File: config.mk
export PLATFORM = sky130hd
export DESIGN_NAME = fifo_priority_extract_queue_core
export DESIGN_NICKNAME = d
export VERILOG_FILES = /design/src/hw/rtl/fpeq_pkg.sv /design/src/hw/rtl/fpeq_ram.sv /design/src/hw/rtl/fpeq_ctrl.sv /design/src/hw/rtl/fifo_priority_extract_queue_core.sv
export SDC_FILE = /design/constraint.sdc
export NUM_CORES = 1
export LEC_CHECK = 0
export BUFFER_PORTS_ARGS = -buffer_cell sky130_fd_sc_hd__buf_2
export CORE_UTILIZATION = 40
export CTS_BUF_LIST = sky130_fd_sc_hd__clkbuf_8
export CTS_CLUSTER_SIZE = 24
export DETAILED_ROUTE_END_ITERATION = 8
export PLACE_DENSITY = 0.62
export SETUP_SLACK_MARGIN = 0.15
export SLEW_MARGIN = 0
export SYNTH_ARGS = -nofsm -noshare
export SYNTH_HDL_FRONTEND = slang
export SYNTH_HIERARCHICAL = 1
export SYNTH_SLANG_ARGS = --single-unit
File: constraint.sdc
create_clock -name clk -period 6.2 [get_ports clk]
set_input_delay 1.24 -clock clk [delete_from_list [all_inputs] [get_ports clk]]
set_output_delay 1.24 -clock clk [all_outputs]
set_load 0.02 [all_outputs]
File: src/hw/rtl/fpeq_pkg.sv
package fpeq_pkg;

  localparam int DEPTH     = 16;
  localparam int ID_BITS   = 16;
  localparam int PRIO_BITS = 8;

  localparam int IDX_W   = $clog2(DEPTH);
  localparam int CNT_W   = $clog2(DEPTH + 1);
  localparam int ENTRY_W = ID_BITS + PRIO_BITS;

  // Field widths of the channels
  localparam int FUNC_W   = 2;
  localparam int STATUS_W = 2;
  localparam int IDF_W    = 16;
  localparam int PRIOF_W  = 8;
  localparam int COUNT_W  = 5;

  localparam logic [FUNC_W-1:0] FUNC_PUSH    = 2'd0;
  localparam logic [FUNC_W-1:0] FUNC_POP     = 2'd1;
  localparam logic [FUNC_W-1:0] FUNC_EXTRACT = 2'd2;

  localparam logic [STATUS_W-1:0] ST_DONE  = 2'd0;
  localparam logic [STATUS_W-1:0] ST_EMPTY = 2'd1;
  localparam logic [STATUS_W-1:0] ST_FULL  = 2'd2;

  typedef struct packed {
    logic [FUNC_W-1:0]  func;
    logic [IDF_W-1:0]   entry_id;
    logic [PRIOF_W-1:0] entry_priority;
  } req_t;

  typedef struct packed {
    logic [STATUS_W-1:0] status;
    logic [IDF_W-1:0]    out_id;
    logic [PRIOF_W-1:0]  out_priority;
    logic [COUNT_W-1:0]  count;
  } rsp_t;

  typedef struct packed {
    logic [ID_BITS-1:0]   id;
    logic [PRIO_BITS-1:0] prio;
  } entry_t;

  // Store port controls from the sequencer
  typedef struct packed {
    logic               we;
    logic [IDX_W-1:0]   waddr;
    logic [ENTRY_W-1:0] wdata;
    logic [IDX_W-1:0]   raddr;
  } ram_req_t;

endpackage

File: src/hw/rtl/fpeq_ram.sv
module fpeq_ram #(
  parameter int WIDTH = 8,
  parameter int DEPTH = 16
) (
  input  logic                     clk,
  input  logic                     we,
  input  logic [$clog2(DEPTH)-1:0] waddr,
  input  logic [WIDTH-1:0]         wdata,
  input  logic [$clog2(DEPTH)-1:0] raddr,
  output logic [WIDTH-1:0]         rdata
);

  logic [WIDTH-1:0] mem [DEPTH];

  always_ff @(posedge clk) begin
    if (we) begin
      mem[waddr] <= wdata;
    end
    rdata <= mem[raddr];
  end

endmodule

File: src/hw/rtl/fpeq_ctrl.sv
module fpeq_ctrl (
  input  logic                        clk,
  input  logic                        rst,
  input  logic                        req_valid,
  output logic                        req_ready,
  input  fpeq_pkg::req_t              req,
  output logic                        res_valid,
  input  logic                        res_ready,
  output fpeq_pkg::rsp_t              res,
  output fpeq_pkg::ram_req_t          ram,
  input  logic [fpeq_pkg::ENTRY_W-1:0] ram_rdata
);

  localparam logic [1:0] S_IDLE  = 2'd0;
  localparam logic [1:0] S_SCAN  = 2'd1;
  localparam logic [1:0] S_SHIFT = 2'd2;
  localparam logic [1:0] S_FIN   = 2'd3;

  localparam logic [fpeq_pkg::CNT_W-1:0] CNT_ONE  = fpeq_pkg::CNT_W'(1);
  localparam logic [fpeq_pkg::CNT_W-1:0] CNT_FULL = fpeq_pkg::CNT_W'(fpeq_pkg::DEPTH);

  logic [1:0]                       state;
  logic [fpeq_pkg::CNT_W-1:0]       held;
  logic [fpeq_pkg::CNT_W-1:0]       rd_idx;
  logic [fpeq_pkg::CNT_W-1:0]       cmp_idx;
  logic [fpeq_pkg::CNT_W-1:0]       scan_lim;
  logic [fpeq_pkg::CNT_W-1:0]       best_idx;
  logic [fpeq_pkg::CNT_W-1:0]       wr_idx;
  logic                             cmp_vld;
  logic                             sh_vld;
  logic [fpeq_pkg::ID_BITS-1:0]     best_id;
  logic [fpeq_pkg::PRIO_BITS-1:0]   best_prio;
  logic [fpeq_pkg::STATUS_W-1:0]    status;

  fpeq_pkg::entry_t                 rd_entry;
  logic                             take;
  logic [fpeq_pkg::CNT_W-1:0]       best_idx_next;
  logic                             rd_more;

  assign rd_entry  = fpeq_pkg::entry_t'(ram_rdata);
  assign req_ready = (state == S_IDLE);
  assign res_valid = (state == S_FIN);

  // The one comparator: strictly greater keeps the oldest on a tie
  assign take          = cmp_vld && ((cmp_idx == '0) || (rd_entry.prio > best_prio));
  assign best_idx_next = take ? cmp_idx : best_idx;
  assign rd_more       = (state == S_SCAN) ? (rd_idx < scan_lim) : (rd_idx < held);

  always_comb begin
    ram       = '0;
    ram.raddr = rd_idx[fpeq_pkg::IDX_W-1:0];
    if (state == S_IDLE && req_valid && req.func == fpeq_pkg::FUNC_PUSH && held != CNT_FULL) begin
      ram.we    = 1'b1;
      ram.waddr = held[fpeq_pkg::IDX_W-1:0];
      ram.wdata = {fpeq_pkg::ID_BITS'(req.entry_id), fpeq_pkg::PRIO_BITS'(req.entry_priority)};
    end else if (state == S_SHIFT && sh_vld) begin
      ram.we    = 1'b1;
      ram.waddr = wr_idx[fpeq_pkg::IDX_W-1:0];
      ram.wdata = ram_rdata;
    end
  end

  always_comb begin
    res.status       = status;
    res.out_id       = fpeq_pkg::IDF_W'(best_id);
    res.out_priority = fpeq_pkg::PRIOF_W'(best_prio);
    res.count        = fpeq_pkg::COUNT_W'(held);
  end

  always_ff @(posedge clk) begin
    if (rst) begin
      state   <= S_IDLE;
      held    <= '0;
      cmp_vld <= 1'b0;
      sh_vld  <= 1'b0;
    end else begin
      case (state)
        S_IDLE: begin
          if (req_valid) begin
            best_id   <= '0;
            best_prio <= '0;
            rd_idx    <= '0;
            cmp_vld   <= 1'b0;
            if (req.func == fpeq_pkg::FUNC_PUSH) begin
              state <= S_FIN;
              if (held == CNT_FULL) begin
                status <= fpeq_pkg::ST_FULL;
              end else begin
                status <= fpeq_pkg::ST_DONE;
                held   <= held + CNT_ONE;
              end
            end else if (req.func == fpeq_pkg::FUNC_POP ||
                         req.func == fpeq_pkg::FUNC_EXTRACT) begin
              if (held == '0) begin
                status <= fpeq_pkg::ST_EMPTY;
                state  <= S_FIN;
              end else begin
                status   <= fpeq_pkg::ST_DONE;
                scan_lim <= (req.func == fpeq_pkg::FUNC_POP) ? CNT_ONE : held;
                state    <= S_SCAN;
              end
            end else begin
              status <= fpeq_pkg::ST_DONE;
              state  <= S_FIN;
            end
          end
        end
        S_SCAN: begin
          cmp_idx <= rd_idx;
          if (take) begin
            best_id   <= rd_entry.id;
            best_prio <= rd_entry.prio;
          end
          best_idx <= best_idx_next;
          if (cmp_vld && cmp_idx == scan_lim - CNT_ONE) begin
            // last compare seen: close the gap behind the winner
            rd_idx  <= best_idx_next + CNT_ONE;
            wr_idx  <= best_idx_next;
            cmp_vld <= 1'b0;
            sh_vld  <= 1'b0;
            state   <= S_SHIFT;
          end else begin
            cmp_vld <= rd_more;
            if (rd_more) begin
              rd_idx <= rd_idx + CNT_ONE;
            end
          end
        end
        S_SHIFT: begin
          sh_vld <= rd_more;
          if (rd_more) begin
            rd_idx <= rd_idx + CNT_ONE;
          end
          if (sh_vld) begin
            wr_idx <= wr_idx + CNT_ONE;
          end
          if (!rd_more && !sh_vld) begin
            held  <= held - CNT_ONE;
            state <= S_FIN;
          end
        end
        S_FIN: begin
          if (res_ready) begin
            state <= S_IDLE;
          end
        end
        default: begin
          state <= S_IDLE;
        end
      endcase
    end
  end

endmodule

File: src/hw/rtl/fifo_priority_extract_queue_core.sv
// Push, refused, empty or unused-code operations go straight from accept to result; pop
// scans the oldest entry, extract all held entries, and both then close the gap.
// Flow: one item at a time, set by the single store read port shared by scan and compaction.
// Reset: synchronous, active high; queue empties, no result pending, store left as is.

// Structure
//   fpeq_ctrl : sequencer with one priority comparator. An extract walks the
//               entries oldest first, one store read a cycle, keeping the best.
//               It then closes the gap by copying each later entry down one
//               slot (read one cycle, write the next, overlapped).
//   fpeq_ram  : entry store, one write and one registered read port.
//   here      : result register, so a new item is taken while the previous
//               result still waits on rsp_ready.
// Only data from slots below the held count is ever used, so the store needs no clear.
module fifo_priority_extract_queue_core (
  input  logic           clk,
  input  logic           rst,
  input  logic           req_valid,
  output logic           req_ready,
  input  fpeq_pkg::req_t req,
  output logic           rsp_valid,
  input  logic           rsp_ready,
  output fpeq_pkg::rsp_t rsp
);

  logic                         res_valid;
  logic                         res_ready;
  fpeq_pkg::rsp_t               res;
  fpeq_pkg::ram_req_t           ram;
  logic [fpeq_pkg::ENTRY_W-1:0] ram_rdata;

  // Result register frees as soon as the downstream side takes the item
  assign res_ready = !rsp_valid || rsp_ready;

  fpeq_ctrl u_ctrl (
    .clk       (clk),
    .rst       (rst),
    .req_valid (req_valid),
    .req_ready (req_ready),
    .req       (req),
    .res_valid (res_valid),
    .res_ready (res_ready),
    .res       (res),
    .ram       (ram),
    .ram_rdata (ram_rdata)
  );

  fpeq_ram #(
    .WIDTH (fpeq_pkg::ENTRY_W),
    .DEPTH (fpeq_pkg::DEPTH)
  ) u_store (
    .clk   (clk),
    .we    (ram.we),
    .waddr (ram.waddr),
    .wdata (ram.wdata),
    .raddr (ram.raddr),
    .rdata (ram_rdata)
  );

  always_ff @(posedge clk) begin
    if (rst) begin
      rsp_valid <= 1'b0;
    end else if (res_ready) begin
      rsp_valid <= res_valid;
    end
  end

  // Payload only moves when a new result is loaded
  always_ff @(posedge clk) begin
    if (res_valid && res_ready) begin
      rsp <= res;
    end
  end

endmodule

# [Yosys cells after proc, flatten, opt, wreduce, memory -nomap -nowiden]
# Memory sizes are Yosys's and may differ from the RTL's. A register that Yosys moved wholly into a read port is not among the register bits.
# Index checks and enable logic that the tools add are counted.
[classes] addsub=6 n_lt_le_gt_ge=3 mux=41 eq_ne=16 reduce_logical=32 bitwise_logic=3
[ops] op="2-to-1 mux 29 bit" count=2
[ops] op="2-to-1 mux 5 bit" count=10
[ops] op="2-to-1 mux 16 bit" count=2
[ops] op="one-hot mux 16 bit (2 select lines)" count=1
[ops] op="adder 5 x 1 -> 5 bit (second input constant)" count=4
[ops] op="one-hot mux 5 bit (2 select lines)" count=2
[ops] op="2-to-1 mux 2 bit" count=9
[ops] op="2-to-1 mux 8 bit" count=2
[ops] op="one-hot mux 8 bit (2 select lines)" count=1
[ops] op="one-hot mux 5 bit (3 select lines)" count=1
[ops] op="AND reduction 4 bit" count=3
[ops] op="zero test 5 bit" count=2
[ops] op="less-than comparator 5 bit" count=2
[ops] op="subtractor 5 x 1 -> 5 bit (second input constant)" count=2
[ops] op="> comparator 8 bit" count=1
[ops] op="logical AND 1 bit" count=8
[ops] op="2-to-1 mux 1 bit" count=8
[ops] op="!= test 2 x 1 -> 1 bit (second input constant)" count=4
[ops] op="!= test 2 bit (second input constant)" count=4
[ops] op="one-hot mux 2 bit (4 select lines)" count=1
[ops] op="== test 2 bit (second input constant)" count=3
[ops] op="AND reduction 2 bit" count=3
[ops] op="AND reduction 3 bit" count=2
[ops] op="AND reduction 6 bit" count=1
[ops] op="12 further kinds" count=23
[totals] ff_bits=92 inputBits=30 ramBits=384 mem_count=1 word_cells=119 output_inout_bits=33
[mem_list] name="u_store.mem" words=16 word_bits=24 rd=1 rd_ports_with_merged_regs=1 wr=1 line_no="fpeq_ram.sv:13" text="logic [WIDTH-1:0] mem [DEPTH];"

# [Longest topological paths before layout]
# Gate-level depths: netlist (run 1).
[logic_depth] ltp_word=7 depth_mapped=13 mapped_depth_nobuf=12

# [Hierarchy]
# The synthesis (run 1) kept the hierarchy.
[modules_own_cells] module="fpeq_ram" cells_per_inst=636 instances=1 seq_area_each_um2=12011.5 area_each_um2=14930.6
[modules_own_cells] module="fpeq_ctrl" cells_per_inst=404 instances=1 seq_area_each_um2=1681.6 area_each_um2=3858.7
[modules_own_cells] module="fifo_priority_extract_queue_core" cells_per_inst=36 instances=1 seq_area_each_um2=950.9 area_each_um2=985.9

# [Least setup slack after synthesis (run 1)]
# OpenSTA, ideal clock, no wires.
[synth_path] path_type="in2reg" from="input port req[25] (netlist bit)" to="memory u_store/mem[0][0] (netlist bit) (enable)" slack_ns=1.039 setup_time_ns=0.435 n_path_buf=2 required_time_ns=5.765 arrival_time_ns=4.726 stages=9 cell_sequence="inv_1 > ha_1 > inv_1 > a211oi_1 > clkbuf_1 > clkbuf_1 > o21ai_0 > or3b_2 > nor3_1"
[synth_lines] item="start, declared" line_no="fifo_priority_extract_queue_core.sv:20" text="input fpeq_pkg::req_t req,"
[synth_lines] item="end, declared" line_no="fpeq_ram.sv:13"

==> reports/qor.yml, run 1 <==
status: "finished, final reports clean"
clock_sinks: 499
drv_cap: 0
gp_congestion: 0.7990
max_slew.worst_pin.slew_ps: 1258
chipWidth_microns: 224.3
stdcell_area_sq_um: 22680
r2r_cells: 7
ios: 63
antenna_found_initial: 1
coreArea_sq_um: 48850
worst_path_dominant_cell_family: "simple AND/OR/NAND/NOR gates"
crit_buf_inv: 1
reg2reg_from: "u_ctrl/state[0]$_SDFFE_PP0P_"
cts_resized: 0
clk_latency_ps: 660
placementRows: 81
relSlewSlack_pct: 15.57
cts_root_buf: "clkbuf_8"
synth.avg_cell_area_sq_um: 18.38
min_from: "u_ctrl/best_id[1]$_SDFFCE_PN0P_"
fin_crit_ps: 3868
place_area_sq_um: 21010
arrival_ps: 4120
cts_tree: "done"
yosys_warnings: 6
nNetsFinal: 1258
vias: 10113
max_freq_ghz: 0.2585
fillCellCount: 4188
cp_data_required_time_ps: 6450
min_to: "rsp[14]$_DFFE_PP_"
cts_buffers: 81
syn_area_sq_um: 19780
tns_ps: 0
use_met1_pct: 23.64
clock_skew_ps: 32.81
yosysSeqAreaShare_pct: 74.05
use_met3_pct: 3.932
grt_util_all_layers_pct: 17.69
holdPathStages: 0
top_usage_layer: "met2"
ctsLongestPathBuffers: 3
cts_hold_buf: 0
synth_cells: 1076
p_per_area_nw_per_um2: 376.1
hpwl_mm: 24.52
syn_nets: 1137
cp_slowest_cell: "nor2_4"
insertedDiodeCount: 0
wire_per_inst_microns: 22.35
path_cells: "inv_1, ha_1, and2_1, nand2_1, o21ai_0, nand2_1, nor2_4"
postRouteAntennaNets: 0
start_util_pct: 40.48
critPathMaxFanout: 24
final-setup-viol-count: 0
hold_path_class: "reg2reg"
fp.dieArea_sq_um: 50330
final_hold_viol_count: 0
globalRoute.totalOverflow: 0
die_y_microns: 224.3
met2_usage_pct: 28.56
finalCritPeriodShare_pct: 62.39
slew_viol_final: 0
register_area_sq_um: 14640
crit_path_frequent_cell: "nand2_1"
synth_cell_types: 56
start_kind: "flip-flop"
grt_max_degree: 101
htreeDepth: 3
critical_path_class: "reg2reg"
rsz0062_at_grt: "no"
port_buffers: 62
cts.clk_slew.worst_paths_ps: 60
rrSetupSlack_ps: 2330
ir_worst_vdd_mv: 0.1528
drc_errors: 0
synth_ff_type: "edfxtp_1"
drive_above_1_share_pct: 27.14
multiInputGateArea_sq_um: 4878
grt_pass1_vias: 10687
post_cts_buffers: 0
avgViaCountPerCell: 5.245
grt_pass1_wl_mm: 65.10
synth-seq-cells: 499
postSynth.asyncResetShare_pct: 0
first_iter_violations: 923
p_leak_nw: 7.619
synth_edf_count: 465
r2r_end: "u_store/mem[7][4]$_DFFE_PP_"
areaGrowthSynthToFinish_pct: 14.67
critPathMaxStageDelay_ps: 940
wirelength_mm: 43.09
drt_pass1_iterations: 5
critical_path_depth: 7
end_kind: "flip-flop"
placed cells by master, fill, tap and decap left out, types with 5 or more instances in the layout:
cell	Yosys	layout
nor2_1	29	16
clkbuf_8	0	91
nand4_1	5	5
clkinv_2	0	10
o31ai_1	5	5
inv_1	31	59
a21oi_1	14	14
ha_1	30	30
edfxtp_1	465	465
mux2_2	8	8
buf_4	4	28
o21ai_0	39	27
nor3_2	0	5
nor2_4	0	12
bufinv_16	0	5
nand2_1	86	86
xor2_1	11	11
buf_2	10	62
nor3_1	11	6
a22oi_1	48	48
and2_1	25	25
xnor2_1	10	10
nand3_1	7	7
mux4_2	96	96
dfxtp_1	34	34
nand2b_1	5	5
clkinv_1	0	10
o21ai_1	0	12
Yosys cell counts (4+ instances only):
library cell  number  area, sq um
edfxtp_1         465        13960
mux4_2            96         2162
nand2_1           86        322.8
a22oi_1           48        360.4
o21ai_0           39        195.2
dfxtp_1           34        680.7
clkbuf_1          33        123.9
inv_1             31        116.4
ha_1              30        375.4
nor2_1            29        108.9
and2_1            25        156.4
a21oi_1           14        70.07
nor3_1            11        55.05
xor2_1            11        96.34
buf_2             10        50.05
xnor2_1           10        87.58
mux2_2             8        90.09
nand3_1            7        35.03
buf_6              6        67.56
nor2b_1            6        37.54
nand2b_1           5        31.28
nand4_1            5        31.28
o31ai_1            5        37.54
buf_4              4        30.03
mux2i_1            4        40.04
o211ai_1           4        30.03
or2_2              4        25.02
routing by layer:
| metal | wire, microns | vias up |
|---|---|---|
| li1 | - | 4540 |
| met1 | 19120 | 5208 |
| met2 | 20680 | 286 |
| met3 | 2161 | 79 |
| met5 | 0 | - |
| met4 | 1130 | 0 |
registers in the layout, indices dropped and copies added (netlist names), 2 cells and up:
signal and flops:
u_ctrl/best_idx 5, u_store/mem 384, u_ctrl/held 5, u_ctrl/wr_idx 4, u_ctrl/status 2, u_ctrl/best_prio 8
u_store/rdata 24, u_ctrl/rd_idx 5, rsp 31, u_ctrl/scan_lim 5, u_ctrl/cmp_idx 5, u_ctrl/best_id 16
u_ctrl/state 2
how the worst max path moves through the flow:
stage	startpoint	end	slack, ps
floorplan	req[25]	u_store/mem[0][0]$_DFFE_PP_	1040
global placement	req[24]	u_store/mem[7][12]$_DFFE_PP_	1960
detailed placement	req[24]	u_store/mem[7][12]$_DFFE_PP_	1790
CTS	u_ctrl/state[0]$_SDFFE_PP0P_	u_store/mem[7][0]$_DFFE_PP_	2330
global route	u_ctrl/state[0]$_SDFFE_PP0P_	u_store/mem[7][0]$_DFFE_PP_	2080
finish	u_ctrl/state[0]$_SDFFE_PP0P_	u_store/mem[7][4]$_DFFE_PP_	2330
logic make-up (layout without fill, tap and decap cells):
family / Yosys count / count (layout) / share of synthesized area (%)
compound gates: 134 / 134 / 4.562
xor+xnor: 21 / 21 / 0.9301
fa+ha+maj: 31 / 31 / 1.999
buf+inv: 84 / 272 / 1.961
flops: 499 / 499 / 74.05
mux: 110 / 110 / 11.71
simple gates: 197 / 197 / 4.790
metrics by stage:
stage	utilization, %	hold WS, ps	total power, mW	setup WS, ps	cells
floorplan	-	400.3	5.250	1039	1076
global placement	43.01	404.4	5.717	1963	1778
detailed placement	43.01	407.4	5.733	1788	1778
CTS	46.42	422.5	8.625	2334	1928
global route	46.42	435.0	8.907	2078	1928
finish	46.42	419.5	8.527	2332	1928
cell type report:
class | count | area share [%]
flip-flops and latches | 499 | 64.58
multi-input cells | 493 | 21.51
clock buffers | 91 | 5.523
well taps | 664 | 3.664
repair buffers | 91 | 2.384
clock inverters | 59 | 1.821
inverters | 31 | 0.5132
power by group:
group / switching, mW / internal, mW / leakage, nW
Combinational: 0.895 / 0.632 / 2.09
Sequential: 0.148 / 3.97 / 4.57
Clock: 1.31 / 1.57 / 0.955
Power figures use the tool's default switching activity.
==> run 2: changes to the inputs <==
==> constraint.sdc (replaced) <==
create_clock -name clk -period 3.88 [get_ports clk]
set_input_delay 0.776 -clock clk [delete_from_list [all_inputs] [get_ports clk]]
set_output_delay 0.776 -clock clk [all_outputs]
set_load 0.02 [all_outputs]
==> reports/qor.yml, run 2 (synthesis gave the netlist of run 1 again) <==
first_iter_violations: 915  # was 923
drv_cap: 0  # unchanged
drt_pass1_iterations: 5  # unchanged
final_hold_viol_count: 0  # unchanged
status: "finished, final reports clean"  # unchanged
p_leak_nw: 7.799  # was 7.619 nW
ctsLongestPathBuffers: 3  # unchanged
fillCellCount: 4194  # was 4188
switchingPower_mw: 3.773  # was 2.357 mW
hpwl_mm: 27.63  # was 24.52 mm
pwr-share-clk_pct: 32.0  # was 33.8%
cts_hold_buf: 0  # unchanged
drc_errors: 0  # unchanged
end_kind: "flip-flop"  # unchanged
hold_path_class: "reg2reg"  # unchanged
critical_path_class: "reg2reg"  # unchanged
ir_worst_vdd_mv: 0.3504  # was 0.1528 mV
grt_pass1_wl_mm: 65.70  # was 65.10 mm
post_cts_buffers: 0  # unchanged
avgViaCountPerCell: 5.269  # was 5.245
cp_data_required_time_ps: 4160  # was 6450 ps
final_common_cell: "edfxtp_1"  # unchanged
slew_viol_final: 0  # unchanged
fin_crit_ps: 3287  # was 3868 ps
clock_skew_ps: 24.67  # was 32.81 ps
p_per_area_nw_per_um2: 586.3  # was 376.1 nW/um^2
cts_buffers: 82  # was 81
seq_power_share_pct: 48.8  # was 48.3%
areaGrowthSynthToFinish_pct: 16.01  # was 14.67%
hold_slack_ps: 418.5  # was 419.5 ps
largest_registers: "u_store/mem x384, rsp x31, u_store/rdata x24"  # unchanged
grt_util_all_layers_pct: 17.75  # was 17.69%
clock_sinks: 499  # unchanged
start_kind: "flip-flop"  # unchanged
vias: 10386  # was 10113
cts.clk_slew.worst_paths_ps: 60  # about the same
antenna_found_initial: 0  # was 1
max_freq_ghz: 0.3043  # was 0.2585 GHz
place_area_sq_um: 21390  # was 21010 sq um
critPathMaxFanout: 24  # unchanged
wire_per_inst_microns: 21.95  # was 22.35 microns
power_switching_share_pct: 28.05  # was 27.64%
stdcell_area_sq_um: 22940  # was 22680 sq um
largest_reg_flops: 384  # unchanged
grt_max_degree: 102  # was 101
grt_pass1_vias: 10613  # was 10687
arrival_ps: 3570  # was 4120 ps
wirelength_mm: 43.26  # was 43.09 mm
cts_root_buf: "clkbuf_8"  # unchanged
max_slew.worst_pin.slew_ps: 1231  # was 1258 ps
top_register: "u_store/mem"  # unchanged
relSlewSlack_pct: 17.87  # was 15.57%
cts_resized: 0  # unchanged
combPwrFrac_pct: 19.2  # was 17.9%
coreArea_sq_um: 48850  # unchanged
final-setup-viol-count: 0  # unchanged
placementRows: 81  # unchanged
cts_tree: "done"  # unchanged
drive_above_1_share_pct: 28.79  # was 27.14%
chipWidth_microns: 224.3  # unchanged
nNetsFinal: 1303  # was 1258
mostFrequentLayoutCells: "465 x edfxtp_1, 96 x mux4_2, 91 x clkbuf_8"  # unchanged
fp.dieArea_sq_um: 50330  # unchanged
p_int_mw: 9.676  # was 6.170 mW
die_y_microns: 224.3  # unchanged
clk_latency_ps: 630  # was 660 ps
globalRoute.totalOverflow: 0  # unchanged
power.total_mw: 13.45  # was 8.527 mW
gp_congestion: 0.7921  # was 0.7990
port_buffers: 62  # unchanged
htreeDepth: 3  # unchanged
tns_ps: 0  # unchanged
postRouteAntennaNets: 0  # unchanged
start_util_pct: 40.48  # unchanged
finalCritPeriodShare_pct: 84.71  # was 62.39%
rsz0062_at_grt: "no"  # unchanged
ios: 63  # unchanged
run 2: power by group through the flow:
stage	Clock [mW]	Sequential, mW	Combinational, mW
finish	4.30	6.56	2.59
global route	4.65	6.60	2.81
CTS	4.42	6.57	2.61
detailed placement	0	6.68	2.60
global placement	0	6.67	2.57
floorplan	0	6.63	1.76
run 2: through the flow:
| stage | setup WS, ps | instances | utilization, % |
|---|---|---|---|
| global route | 400.2 | 1970 | 46.96 |
| finish | 593.3 | 1971 | 46.96 |
| detailed placement | 417.4 | 1822 | 43.79 |
| CTS | 635.4 | 1970 | 46.96 |
| global placement | 462.1 | 1822 | 43.79 |
| floorplan | -180.9 | 1076 | - |
run 2: area by class of cell:
cell class | instances | area, sq um | area share (%)
Antenna cell | 1 | 2.502 | 0.01091
Multi-Input combinational cell | 493 | 4903 | 21.37
Inverter | 31 | 116.4 | 0.5072
Clock buffer | 91 | 1252 | 5.459
Sequential cell | 499 | 14640 | 63.83
Clock inverter | 57 | 295.3 | 1.287
Timing Repair Buffer | 135 | 895.9 | 3.905
Tap cell | 664 | 830.8 | 3.621
run 2: layer usage:
metal  track usage, %  part of all wire (%)  vias to the layer above
met1            26.97                    47                     5384
met5                0                     0                        -
met2            25.77                    44                      340
met4            5.201                   1.4                        0
met3            3.619                   6.8                       48
li1                 -                     -                     4614
run 2: final timing paths:
path	from	to	slack, ps	cells past startpoint
min	u_ctrl/status[0]$_SDFFCE_PP0P_	rsp[29]$_DFFE_PP_	420	0
min reg2reg	u_ctrl/status[0]$_SDFFCE_PP0P_	rsp[29]$_DFFE_PP_	420	0
max	u_ctrl/state[1]$_SDFFE_PP0P_	u_store/mem[2][16]$_DFFE_PP_	590	8
max reg2reg	u_ctrl/state[1]$_SDFFE_PP0P_	u_store/mem[2][16]$_DFFE_PP_	590	8
run 2: critical path, cell delays in order, from the launching register on:
cell      delay, ps
dfxtp_1         350
inv_1           110
ha_1            280
nand2_1         180
a211oi_4        560
o21ai_0         340
or3b_2          660
nor2_4          120
buf_4           350
==> run 3: changes to the inputs <==
--- a/config.mk
+++ b/config.mk
@@ -5,12 +5,13 @@
 export SDC_FILE = /design/constraint.sdc
 export NUM_CORES = 1
 export LEC_CHECK = 0
+export ABC_AREA = 1
 export BUFFER_PORTS_ARGS = -buffer_cell sky130_fd_sc_hd__buf_2
 export CORE_UTILIZATION = 40
 export CTS_BUF_LIST = sky130_fd_sc_hd__clkbuf_8
 export CTS_CLUSTER_SIZE = 24
 export DETAILED_ROUTE_END_ITERATION = 8
-export PLACE_DENSITY = 0.62
+export PLACE_DENSITY = 0.64
 export SETUP_SLACK_MARGIN = 0.15
 export SLEW_MARGIN = 0
 export SYNTH_ARGS = -nofsm -noshare
==> constraint.sdc (replaced) <==
create_clock -name clk -period 2.95 [get_ports clk]
set_input_delay 0.59 -clock clk [delete_from_list [all_inputs] [get_ports clk]]
set_output_delay 0.59 -clock clk [all_outputs]
set_load 0.02 [all_outputs]
==> reports/qor.yml, run 3 <==
status: "finished, final reports clean"  # unchanged
synth.most_common_cell: "nand2_1"  # was edfxtp_1
top_register: "u_store/mem"  # unchanged
wirelength_mm: 51.64  # was 43.26 mm
final_core_util_pct: 46.41  # was 46.96%
cp_slowest_cell: "nor4_2"  # was or3b_2
cts_root_buf: "clkbuf_8"  # unchanged
post-place-ws_ps: 135.3  # was 417.4 ps
drv_cap: 0  # unchanged
final_common_cell: "nand2_1"  # was edfxtp_1
worst_path_dominant_cell_family: "simple AND/OR/NAND/NOR gates"  # unchanged
p_leak_nw: 10.76  # was 7.799 nW
drt_pass1_iterations: 5  # unchanged
nNetsFinal: 2286  # was 1303
htreeDepth: 3  # unchanged
fp.dieArea_sq_um: 55200  # was 50330 sq um
place_area_sq_um: 23410  # was 21390 sq um
coreArea_sq_um: 53710  # was 48850 sq um
globalRoute.totalOverflow: 0  # unchanged
ctsLongestPathBuffers: 3  # unchanged
synth_top_area_share_pct: 64.33  # was 70.61%
largest_reg_flops: 384  # unchanged
mostFrequentLayoutCells: "603 x nand2_1, 465 x edfxtp_1, 376 x inv_1"  # was 465 x edfxtp_1, 96 x mux4_2, 91 x clkbuf_8
multiInputGateArea_sq_um: 5370  # was 4903 sq um
first_iter_violations: 1606  # was 915
grt_util_all_layers_pct: 18.66  # was 17.75%
chipWidth_microns: 234.9  # was 224.3 microns
cp_data_required_time_ps: 3290  # was 4160 ps
start_kind: "flip-flop"  # unchanged
rsz0062_at_grt: "no"  # unchanged
max_freq_ghz: 0.3800  # was 0.3043 GHz
hold_path_class: "in2reg"  # was reg2reg
drive_above_1_share_pct: 12.75  # was 28.79%
power.total_mw: 18.93  # was 13.45 mW
yosysSeqAreaShare_pct: 67.47  # was 74.05%
areaGrowthSynthToFinish_pct: 14.83  # was 16.01%
avgViaCountPerCell: 4.967  # was 5.269
antenna_found_initial: 2  # was 0
register_area_sq_um: 14640  # unchanged
synth_ff_type: "edfxtp_1"  # unchanged
synth_cell_types: 38  # was 56
postSynth.asyncResetShare_pct: 0  # unchanged
final-setup-viol-count: 0  # unchanged
max_slew.worst_pin.slew_ps: 906.3  # was 1231 ps
ios: 63  # unchanged
cts_buffers: 78  # was 82
end_kind: "flip-flop"  # unchanged
critical_path_class: "reg2reg"  # unchanged
cts_tree: "done"  # unchanged
postRouteAntennaNets: 0  # unchanged
fin_crit_ps: 2632  # was 3287 ps
arrival_ps: 2970  # was 3570 ps
fin_cells: 2980  # was 1971
clock_sinks: 499  # unchanged
fillCellCount: 4807  # was 4194
setup_slack_ps: 318.5  # was 593.3 ps
slew_viol_final: 0  # unchanged
die_y_microns: 234.9  # was 224.3 microns
synth_edf_count: 465  # unchanged
critPathMaxFanout: 37  # was 24
yosys_warnings: 6  # unchanged
yosys.area.top_type: "edfxtp_1"  # unchanged
synthTopCellsByCount: "605 x nand2_1, 465 x edfxtp_1, 356 x inv_1"  # was 465 x edfxtp_1, 96 x mux4_2, 86 x nand2_1
syn_nets: 2153  # was 1137
gp_congestion: 0.8579  # was 0.7921
cts_hold_buf: 0  # unchanged
syn_area_sq_um: 21700  # was 19780 sq um
critPathMaxStageDelay_ps: 370  # was 660 ps
stdcell_area_sq_um: 24920  # was 22940 sq um
clock_skew_ps: 35.05  # was 24.67 ps
wire_per_inst_microns: 17.33  # was 21.95 microns
placementRows: 85  # was 81
finalCritPeriodShare_pct: 89.20  # was 84.71%
drc_errors: 0  # unchanged
hpwl_mm: 32.51  # was 27.63 mm
vias: 14801  # was 10386
grt_pass1_vias: 14024  # was 10613
synth.avg_cell_area_sq_um: 10.38  # was 18.38 sq um
clk_latency_ps: 660  # was 630 ps
path_cells: "nor4_2, nand2_1, nand4_1, buf_12, o21ai_0, nor2_1, nand2_1, nor2_4, buf_12"  # was inv_1, ha_1, nand2_1, a211oi_4, o21ai_0, or3b_2, nor2_4, buf_4
netlist_top_cells_area: "edfxtp_1 64%, nand2_1 10%, nand3_1 7.2%"  # was edfxtp_1 71%, mux4_2 11%, dfxtp_1 3.4%
p_per_area_nw_per_um2: 759.4  # was 586.3 nW/um^2
relSlewSlack_pct: 39.51  # was 17.87%
dpl.cell_count: 2829  # was 1822
final_hold_viol_count: 0  # unchanged
cts.clk_slew.worst_paths_ps: 60  # about the same
largest_registers: "u_store/mem x384, rsp x31, u_store/rdata x24"  # unchanged
synth-seq-cells: 499  # unchanged
start_util_pct: 40.41  # was 40.48%
crit_buf_inv: 2  # unchanged
grt_pass1_wl_mm: 79.38  # was 65.70 mm
port_buffers: 62  # unchanged
ir_worst_vdd_mv: 0.4114  # was 0.3504 mV
grt_max_degree: 115  # was 102
synth_cells: 2092  # was 1076
==> run 3: cell types whose count changed after synthesis, moves of 9 or more <==
cell | before | now
buf_4 | 4 | 17
buf_1 | 0 | 10
nor2_1 | 29 | 61
inv_1 | 31 | 356
nor3_1 | 11 | 2
o21ai_0 | 39 | 22
a22oi_1 | 48 | 1
and2_1 | 25 | 0
buf_2 | 10 | 50
nand3_1 | 7 | 311
mux4_2 | 96 | 0
nand2_1 | 86 | 605
a21oi_1 | 14 | 48
clkbuf_1 | 33 | 19
==> run 3: what timing repair did <==
item,CTS,global route
endpoints found under the setup margin,0,312
resized for setup,0,4
buffers inserted,0,12
==> run 3: final timing paths <==
kind,startpoint,to,slack [ps],cells after the start
worst max-delay path,u_ctrl/held[2]$_SDFFE_PP0P_,u_store/mem[2][22]$_DFFE_PP_,320,9
worst min-delay path,rsp_ready,rsp_valid$_SDFFE_PP0P_,210,4
worst max register to register,u_ctrl/held[2]$_SDFFE_PP0P_,u_store/mem[2][22]$_DFFE_PP_,320,9
worst min register to register,u_ctrl/best_id[12]$_SDFFCE_PN0P_,rsp[25]$_DFFE_PP_,420,0
==> run 3: layer usage <==
layer / vias up / wire length [microns] / track usage [%]
li1: 7086 / - / -
met1: 7006 / 23170 / 26.56
met2: 610 / 23270 / 28.77
met3: 97 / 4080 / 3.254
met4: 2 / 1110 / 6.519
met5: - / 13 / 0
==> run 3: kinds of logic (layout without fill, tap and decap cells) <==
| family | Yosys count | count (layout) | share of synthesized area, % |
|---|---|---|---|
| XOR/XNOR | 12 | 12 | 0.4842 |
| flip-flops | 499 | 499 | 67.47 |
| adder cells (fa/ha/maj) | 31 | 31 | 1.822 |
| AND/OR/NAND/NOR | 1003 | 1003 | 19.48 |
| buffers and inverters | 459 | 650 | 8.520 |
| other | 0 | 1 | 0 |
| AO/OA/AOI/OAI | 88 | 88 | 2.225 |
==> run 3: cell type report <==
class | count | area share [%]
Timing Repair Buffer | 149 | 5.070
Sequential cell | 499 | 58.75
Multi-Input combinational cell | 1134 | 21.55
Clock inverter | 52 | 0.8986
Tap cell | 696 | 3.494
Inverter | 363 | 5.477
Antenna cell | 1 | 0.01004
Clock buffer | 86 | 4.749
==> run 3: worst min-delay path: cells and delay by family <==
family                 cells  cell delay, ps
buffers and inverters      2             130
AO/OA/AOI/OAI              1              40
AND/OR/NAND/NOR            1              60
==> run 3: power by group <==
part | total [mW] | leakage [nW] | internal [mW] | switching, mW
clock network | 5.30 | 0.810 | 2.68 | 2.63
registers | 8.81 | 4.65 | 8.49 | 0.319
logic | 4.81 | 5.30 | 1.42 | 3.39
==> run 3: stage by stage <==
| step | hold WS, ps | TNS [ps] |
|---|---|---|
| 2_1_floorplan | 400.3 | -103990 |
| 3_3_place_gp | 401.2 | 0 |
| 3_5_place_dp | 404.5 | 0 |
| 4_1_cts | 165.4 | 0 |
| 5_1_grt | 196.5 | 0 |
| 6_report | 211.1 | 0 |
